### src/design/nested_delimiter_token_skipper_defines.svh
// Assertion macros used by the skipper top level.
// Each macro expects clk and rst_n in scope at the place of use.
`ifndef NESTED_DELIMITER_TOKEN_SKIPPER_DEFINES_SVH
`define NESTED_DELIMITER_TOKEN_SKIPPER_DEFINES_SVH

// Same-cycle implication, disabled while in reset
`define NDS_ASSERT_IMP(lbl, ante, cons) \
  lbl: assert property (@(posedge clk) disable iff (!rst_n) (ante) |-> (cons)) \
    else $error("nds: same-cycle check failed");

// Next-cycle implication, disabled while in reset
`define NDS_ASSERT_NXT(lbl, ante, cons) \
  lbl: assert property (@(posedge clk) disable iff (!rst_n) (ante) |=> (cons)) \
    else $error("nds: next-cycle check failed");

`endif

### src/design/nds_pkg.sv
// Types and constants for the nested delimiter token skipper.
// No dependencies; imported by the top level.
package nds_pkg;

  localparam logic [7:0] KIND_EOF      = 8'd0;
  localparam logic [7:0] KIND_LPAREN   = 8'd1;
  localparam logic [7:0] KIND_LBRACKET = 8'd2;
  localparam logic [7:0] KIND_LBRACE   = 8'd3;
  localparam logic [7:0] KIND_RPAREN   = 8'd4;
  localparam logic [7:0] KIND_RBRACKET = 8'd5;
  localparam logic [7:0] KIND_RBRACE   = 8'd6;
  localparam logic [7:0] CLOSE_TO_OPEN = 8'd3;

  localparam int REG_SLOTS = 4;

  typedef logic [1:0] opener_t;

  typedef enum logic [2:0] {
    CFG_STOP_A     = 3'd0,
    CFG_STOP_B     = 3'd1,
    CFG_STOP_C     = 3'd2,
    CFG_STOP_D     = 3'd3,
    CFG_STOP_COUNT = 3'd4
  } cfg_idx_t;

  typedef struct packed {
    logic       stop_here;
    logic [5:0] nest_depth;
    logic       overflow;
  } res_t;

endpackage

### src/design/nested_delimiter_token_skipper.sv
// Top level of the nested delimiter token skipper.
// Depends on nds_pkg, nds_ram and nested_delimiter_token_skipper_defines.svh.
//
// Takes one token item per clock while in_stall is low and returns one result
// item per token from the result register. The top of the opener stack
// sits in a register; the entry beneath it is read ahead from the stack RAM
// every cycle, so push, pop and the stop compare all complete in the cycle
// the item is accepted. A two-entry output buffer (result register plus skid
// register) lets in_stall rise only when both hold an unread result. The
// stack RAM needs no clearing pass after reset.
`include "nested_delimiter_token_skipper_defines.svh"

module nested_delimiter_token_skipper
  import nds_pkg::*;
#(
  parameter int STACK_DEPTH = 32,
  parameter int STOP_SLOTS  = 4
) (
  input  logic       clk,
  input  logic       rst_n,
  input  logic       cfg_we,
  input  logic [2:0] cfg_index,
  input  logic [7:0] cfg_data,
  input  logic       in_valid,
  output logic       in_stall,
  input  logic [7:0] in_token_kind,
  input  logic       in_begin_skip,
  output logic       out_valid,
  input  logic       out_stall,
  output logic       out_stop_here,
  output logic [5:0] out_nest_depth,
  output logic       out_overflow
);

  localparam int CW        = $clog2(STACK_DEPTH + 1);
  localparam int AW        = $clog2(STACK_DEPTH);
  localparam int USED_REGS = (STOP_SLOTS < REG_SLOTS) ? STOP_SLOTS : REG_SLOTS;

  logic [7:0]    stop_kind_r [REG_SLOTS];
  logic [2:0]    stop_count_r;
  logic [CW-1:0] count_r, count_nxt, cnt_base, rd_sub;
  opener_t       top_r, top_nxt, below;
  logic          out_valid_r, skid_valid_r;
  res_t          res_r, skid_r, res_nxt;
  logic          in_acc, out_acc;
  logic          stop_match, stop, is_open, is_close, push, ovf, push_ok, pop;

  assign in_acc  = in_valid && !skid_valid_r;
  assign out_acc = out_valid_r && !out_stall;

  always_ff @(posedge clk) begin
    if (!rst_n) begin
      for (int i = 0; i < REG_SLOTS; i++) begin
        stop_kind_r[i] <= '0;
      end
      stop_count_r <= 3'd1;
    end else if (cfg_we) begin
      unique case (cfg_index)
        CFG_STOP_A:     stop_kind_r[0] <= cfg_data;
        CFG_STOP_B:     stop_kind_r[1] <= cfg_data;
        CFG_STOP_C:     stop_kind_r[2] <= cfg_data;
        CFG_STOP_D:     stop_kind_r[3] <= cfg_data;
        CFG_STOP_COUNT: stop_count_r   <= cfg_data[2:0];
        default: ;
      endcase
    end
  end

  always_comb begin
    stop_match = 1'b0;
    for (int i = 0; i < USED_REGS; i++) begin
      if (3'(i) < stop_count_r && stop_kind_r[i] == in_token_kind) begin
        stop_match = 1'b1;
      end
    end
  end

  always_comb begin
    cnt_base = in_begin_skip ? '0 : count_r;
    stop     = (in_token_kind == KIND_EOF) || (cnt_base == '0 && stop_match);
    is_open  = in_token_kind >= KIND_LPAREN && in_token_kind <= KIND_LBRACE;
    is_close = in_token_kind >= KIND_RPAREN && in_token_kind <= KIND_RBRACE;
    push     = !stop && is_open;
    ovf      = push && cnt_base == CW'(STACK_DEPTH);
    push_ok  = push && !ovf;
    pop      = !stop && is_close && cnt_base != '0 &&
               top_r == 2'(in_token_kind - CLOSE_TO_OPEN);

    count_nxt = count_r;
    top_nxt   = top_r;
    if (in_acc) begin
      count_nxt = cnt_base;
      if (push_ok) begin
        count_nxt = cnt_base + CW'(1);
        top_nxt   = in_token_kind[1:0];
      end else if (pop) begin
        count_nxt = cnt_base - CW'(1);
        top_nxt   = below;
      end
    end
    rd_sub = count_nxt - CW'(2);

    res_nxt.stop_here  = stop;
    res_nxt.nest_depth = 6'(count_nxt);
    res_nxt.overflow   = ovf;
  end

  nds_ram #(
    .WIDTH ($bits(opener_t)),
    .DEPTH (STACK_DEPTH)
  ) u_stack (
    .clk   (clk),
    .we    (in_acc && push_ok),
    .waddr (cnt_base[AW-1:0]),
    .wdata (in_token_kind[1:0]),
    .raddr (rd_sub[AW-1:0]),
    .rdata (below)
  );

  always_ff @(posedge clk) begin
    if (!rst_n) begin
      count_r <= '0;
    end else begin
      count_r <= count_nxt;
    end
    top_r <= top_nxt;
  end

  always_ff @(posedge clk) begin
    if (!rst_n) begin
      out_valid_r  <= 1'b0;
      skid_valid_r <= 1'b0;
    end else begin
      if (!out_valid_r || out_acc) begin
        out_valid_r  <= skid_valid_r || in_acc;
        skid_valid_r <= 1'b0;
      end else if (in_acc) begin
        skid_valid_r <= 1'b1;
      end
    end
  end

  always_ff @(posedge clk) begin
    if (!out_valid_r || out_acc) begin
      res_r <= skid_valid_r ? skid_r : res_nxt;
    end else if (in_acc) begin
      skid_r <= res_nxt;
    end
  end

  assign in_stall       = skid_valid_r;
  assign out_valid      = out_valid_r;
  assign out_stop_here  = res_r.stop_here;
  assign out_nest_depth = res_r.nest_depth;
  assign out_overflow   = res_r.overflow;

  `NDS_ASSERT_IMP(a_depth_bound, 1'b1, count_r <= CW'(STACK_DEPTH))
  `NDS_ASSERT_IMP(a_skid_behind_out, skid_valid_r, out_valid_r)
  `NDS_ASSERT_IMP(a_ovf_when_full, in_acc && ovf, cnt_base == CW'(STACK_DEPTH))
  `NDS_ASSERT_NXT(a_stop_keeps_stack, in_acc && stop && !in_begin_skip,
                  count_r == $past(count_r))
  `NDS_ASSERT_NXT(a_push_top, in_acc && push_ok,
                  top_r == $past(in_token_kind[1:0]) && count_r == $past(cnt_base) + CW'(1))

endmodule

### src/design/nds_ram.sv
// Generic single-write, single-read RAM with registered read data.
// No dependencies; holds the opener stack of the skipper.
module nds_ram #(
  parameter int WIDTH = 2,
  parameter int DEPTH = 32
) (
  input  logic                     clk,
  input  logic                     we,
  input  logic [$clog2(DEPTH)-1:0] waddr,
  input  logic [WIDTH-1:0]         wdata,
  input  logic [$clog2(DEPTH)-1:0] raddr,
  output logic [WIDTH-1:0]         rdata
);

  logic [WIDTH-1:0] mem [DEPTH];

  always_ff @(posedge clk) begin
    if (we) begin
      mem[waddr] <= wdata;
    end
    rdata <= mem[raddr];
  end

endmodule
### config.mk
export PLATFORM = sky130hd
export DESIGN_NAME = nested_delimiter_token_skipper
export DESIGN_NICKNAME = d
export VERILOG_FILES = /design/src/design/nds_pkg.sv /design/src/design/nested_delimiter_token_skipper.sv /design/src/design/nds_ram.sv
export VERILOG_INCLUDE_DIRS = /design/src /design/src/design
export SDC_FILE = /design/constraint.sdc
export NUM_CORES = 1
export LEC_CHECK = 0
export BUFFER_PORTS_ARGS = -buffer_cell sky130_fd_sc_hd__buf_2
export CORE_ASPECT_RATIO = 0.7
export CORE_UTILIZATION = 61
export DETAILED_ROUTE_END_ITERATION = 6
export GPL_TIMING_DRIVEN = 0
export PLACE_DENSITY = 0.8
export SLEW_MARGIN = 25
export SYNTH_ARGS = -nofsm -noshare
export SYNTH_HDL_FRONTEND = slang
export SYNTH_SLANG_ARGS = --single-unit
### constraint.sdc
create_clock -name clk -period 4.2 [get_ports clk]
set_input_delay 0.21 -clock clk [delete_from_list [all_inputs] [get_ports clk]]
set_output_delay 0.21 -clock clk [all_outputs]
set_load 0.02 [all_outputs]
==> qor.yml <==
clock_tree:
  cts_root_buf: "clkbuf_16"
  cts_made_buffers: 17
  cts.clk_slew.worst_paths_ns: 0.05
  holdBufCountCts: 0
  cts_tree: "built"
  clock_latency_ns: 0.41
  clk_path_buf_depth: 2
  cts_sinks: 127
  h-tree-depth: 4
sta:
  fmax_ghz: 0.250
  fin_worst_hold_slack_ns: 0.116
  min_period_ns: 4.01
  worstMarginPinSlew_ns: 0.782
  finalHoldViolCount: 0
  drv_slew: 0
  fin_crit_sh_pct: 95.4
  fin_worst_skew_ns: 0.00846
  grt_setup_unrepaired: "no"
  finalSetupViolCount: 0
  relSlewSlack_pct: 47.6
  final.setup.worst_slack_ns: 0.193
critical_path:
  cp.buffers_inverters: 7
  path_cells: "xor2_1, nor4_1, o2111ai_1, o41ai_2, buf_4, o21a_1, buf_6, nor2_1, or3b_1, buf_2, buf_6, inv_1, ha_2, xnor2_4, buf_8, buf_4, mux2i_1, mux2i_1, mux2i_1, mux2i_1, mux2_2"
  end_kind: "flop"
  cp_max_fo: 10
  crit_family: "buffers and inverters"
  start_kind: "flop"
  cp_slowest_cell: "edfxtp_1"
  worst_path_most_repeated_cell: "mux2i_1"
  crit_arrival_ns: 4.30
  max_stage_delay_ns: 0.38
  required_ns: 4.49
  critical_path_class: "flop to flop"
placed_design:
  dpl.cell_count: 632
  gp_congestion: 0.907
  place_ws_ns: -0.800
  dp_hpwl_um: 9360
  portBuffers: 28
  placed_area_um2: 6510
routing:
  drcViolationCount: 0
  drt-vias-per-instance: 6.01
  finalWirelength_um: 13600
  post_drt_wl_per_cell_um: 20.4
  routed-via-count: 4015
  dr.pass1.iters: 5
  ant_nets: 0
  dr.first_iter.drc_count: 387
synth:
  avgSynthCellArea_um2: 13.0
  synth_edf_count: 114
  synth-seq-area-share_pct: 59.4
  synth.top_cell.area_share_pct: 55.2
  yosys_register_bits: 127
  yosys.area.top_type: "edfxtp_1"
  synthTopCellsByArea: "edfxtp_1 (55%), mux2i_1 (10%), dfxtp_1 (4.2%)"
  syn_area_um2: 6200
  synth_flop_cell: "edfxtp_1"
  synth.distinct_cells: 54
  ys.warnings.count: 0
  netlist_instances: 476
  synth_async_sr_flop_share_pct: 0
  syn_nets: 508
grt:
  grt_max_degree: 40
  gr-usage-all-layers_pct: 28.2
  antenna_found_initial: 0
  overflow: 0
  grt_pass1_vias: 3812
  grt_pass1_wl_um: 21100
finish:
  fin_area_um2: 7180
  synthToLayoutAreaGrowth_pct: 15.8
  fillCellCount: 618
  final_common_cell: "edfxtp_1"
  nets: 559
  instances_no_fill: 668
  drive_gt1_share_pct: 18.1
  n_antenna_cell: 0
  layout_common_cells: "edfxtp_1 (114), mux2i_1 (64), nor2_1 (49)"
die:
  fp.dieH_um: 86.4
  ios: 35
  core-area_um2: 9800
  start_util_pct: 63.3
  core.rowCount: 30
  die_w_um: 123
  fp.dieArea_um2: 10600
hold_path:
  hold_class: "input port to flop"
power:
  power_leakage_nw: 2.46
  vdd_drop_max_v: 0.000344
  p_per_area_nw_per_um2: 416
  power_mw: 2.99
run:
  maxCapViolCount: 0
run_status:
  outcome: "finished clean"
[cell families (layout without fill, tap and decap cells)]
logic type / after synthesis / count (layout) / share of synthesized area (%)
AOI/OAI and AO/OA: 37 / 37 / 4.28
and+or+nand+nor: 167 / 167 / 14.6
DFF: 127 / 127 / 59.4
xor gates and xnor gates: 35 / 35 / 5.37
buffers and inverters: 30 / 94 / 2.95
adders and majority gates: 7 / 7 / 1.41
muxes: 73 / 73 / 12.0
[layer usage]
metal | vias up | global-route usage [%] | part of all wire, %
met4 | 0 | 11.9 | 0.93
met3 | 16 | 6.78 | 6.5
li1 | 1837 | - | -
met5 | - | 2.88 | 0
met1 | 2009 | 40.4 | 46
met2 | 153 | 41.0 | 46
[per-stage QoR]
step	util (%)	TNS, ns
global route	73.3	0
CTS	72.7	0
floorplan	-	0
global placement	66.4	-1.27
finish	73.3	0
detailed placement	66.5	-1.54
[power by group]
part / leakage, nW / total [mW] / switching, mW / internal, mW
clock network: 0.273 / 1.43 / 0.498 / 0.930
logic: 1.01 / 0.143 / 0.0905 / 0.0529
registers: 1.17 / 1.42 / 0.0119 / 1.41
[registers in the layout (all words and copies together) (netlist names)]
signal	flops
count_r	6
in_stall	1
out_nest_depth	6
out_overflow	1
out_stop_here	1
out_valid	1
skid_r	8
stop_count_r	3
stop_kind_r	32
top_r	2
u_stack.mem	64
u_stack.rdata	2
[cells in the mapped netlist (2+ instances only)]
master and number:
nor4_1 5, clkbuf_1 5, nand3_1 6, inv_1 8
nand2b_1 5, dfxtp_1 13, ha_1 7, buf_6 5
mux2i_1 64, nor2_1 49, a21oi_1 7, xor2_1 15
buf_2 10, o21ai_0 6, nand3b_1 2, o21a_1 2
and3_1 2, nor3_1 7, xnor2_1 18, nand2_1 25
nor3b_1 5, nand4_1 6, o31ai_1 7, edfxtp_1 114
and2_1 39, o32ai_1 2, mux2_2 9, or3_1 2
nor2b_1 6
[worst paths after layout]
check / from / end / slack, ns / cells past startpoint
setup reg to reg: stop_kind_r[1][6] / u_stack.rdata[1] / 0.19 / 21
setup / recovery: stop_kind_r[1][6] / u_stack.rdata[1] / 0.19 / 21
hold / removal: cfg_data[0] / stop_count_r[0] / 0.12 / 3
hold reg to reg: skid_r[6] / out_nest_depth[5] / 0.53 / 2
[cell type report]
type | instances | area (um2) | share of cell area (%)
buffer | 20 | 159 | 2.21
clock buffer | 25 | 455 | 6.34
clock inverter | 7 | 113 | 1.57
inverter | 8 | 30.0 | 0.418
multi-input combinational | 319 | 2360 | 32.9
sequential | 127 | 3680 | 51.3
tap | 128 | 160 | 2.23
timing repair buffer | 34 | 215 | 3.00
[timing repair]
action / 4_1_cts / 5_1_grt
cloned: 0 / 1
buffers inserted: 4 / 1
endpoints found under the setup margin: 2 / 2
pin swaps: 1 / 2
gates resized for setup: 6 / 9
[worst reg2reg max path: cells and delay by family (launching register included)]
| family | cells | cell delay, ns |
|---|---|---|
| muxes | 5 | 0.88 |
| buffers and inverters | 7 | 1.00 |
| xor gates and xnor gates | 2 | 0.33 |
| AOI/OAI and AO/OA | 3 | 0.41 |
| and+or+nand+nor | 3 | 0.66 |
| adders and majority gates | 1 | 0.22 |
| DFF | 1 | 0.38 |
Note: power is estimated with default switching activity, not from simulation.
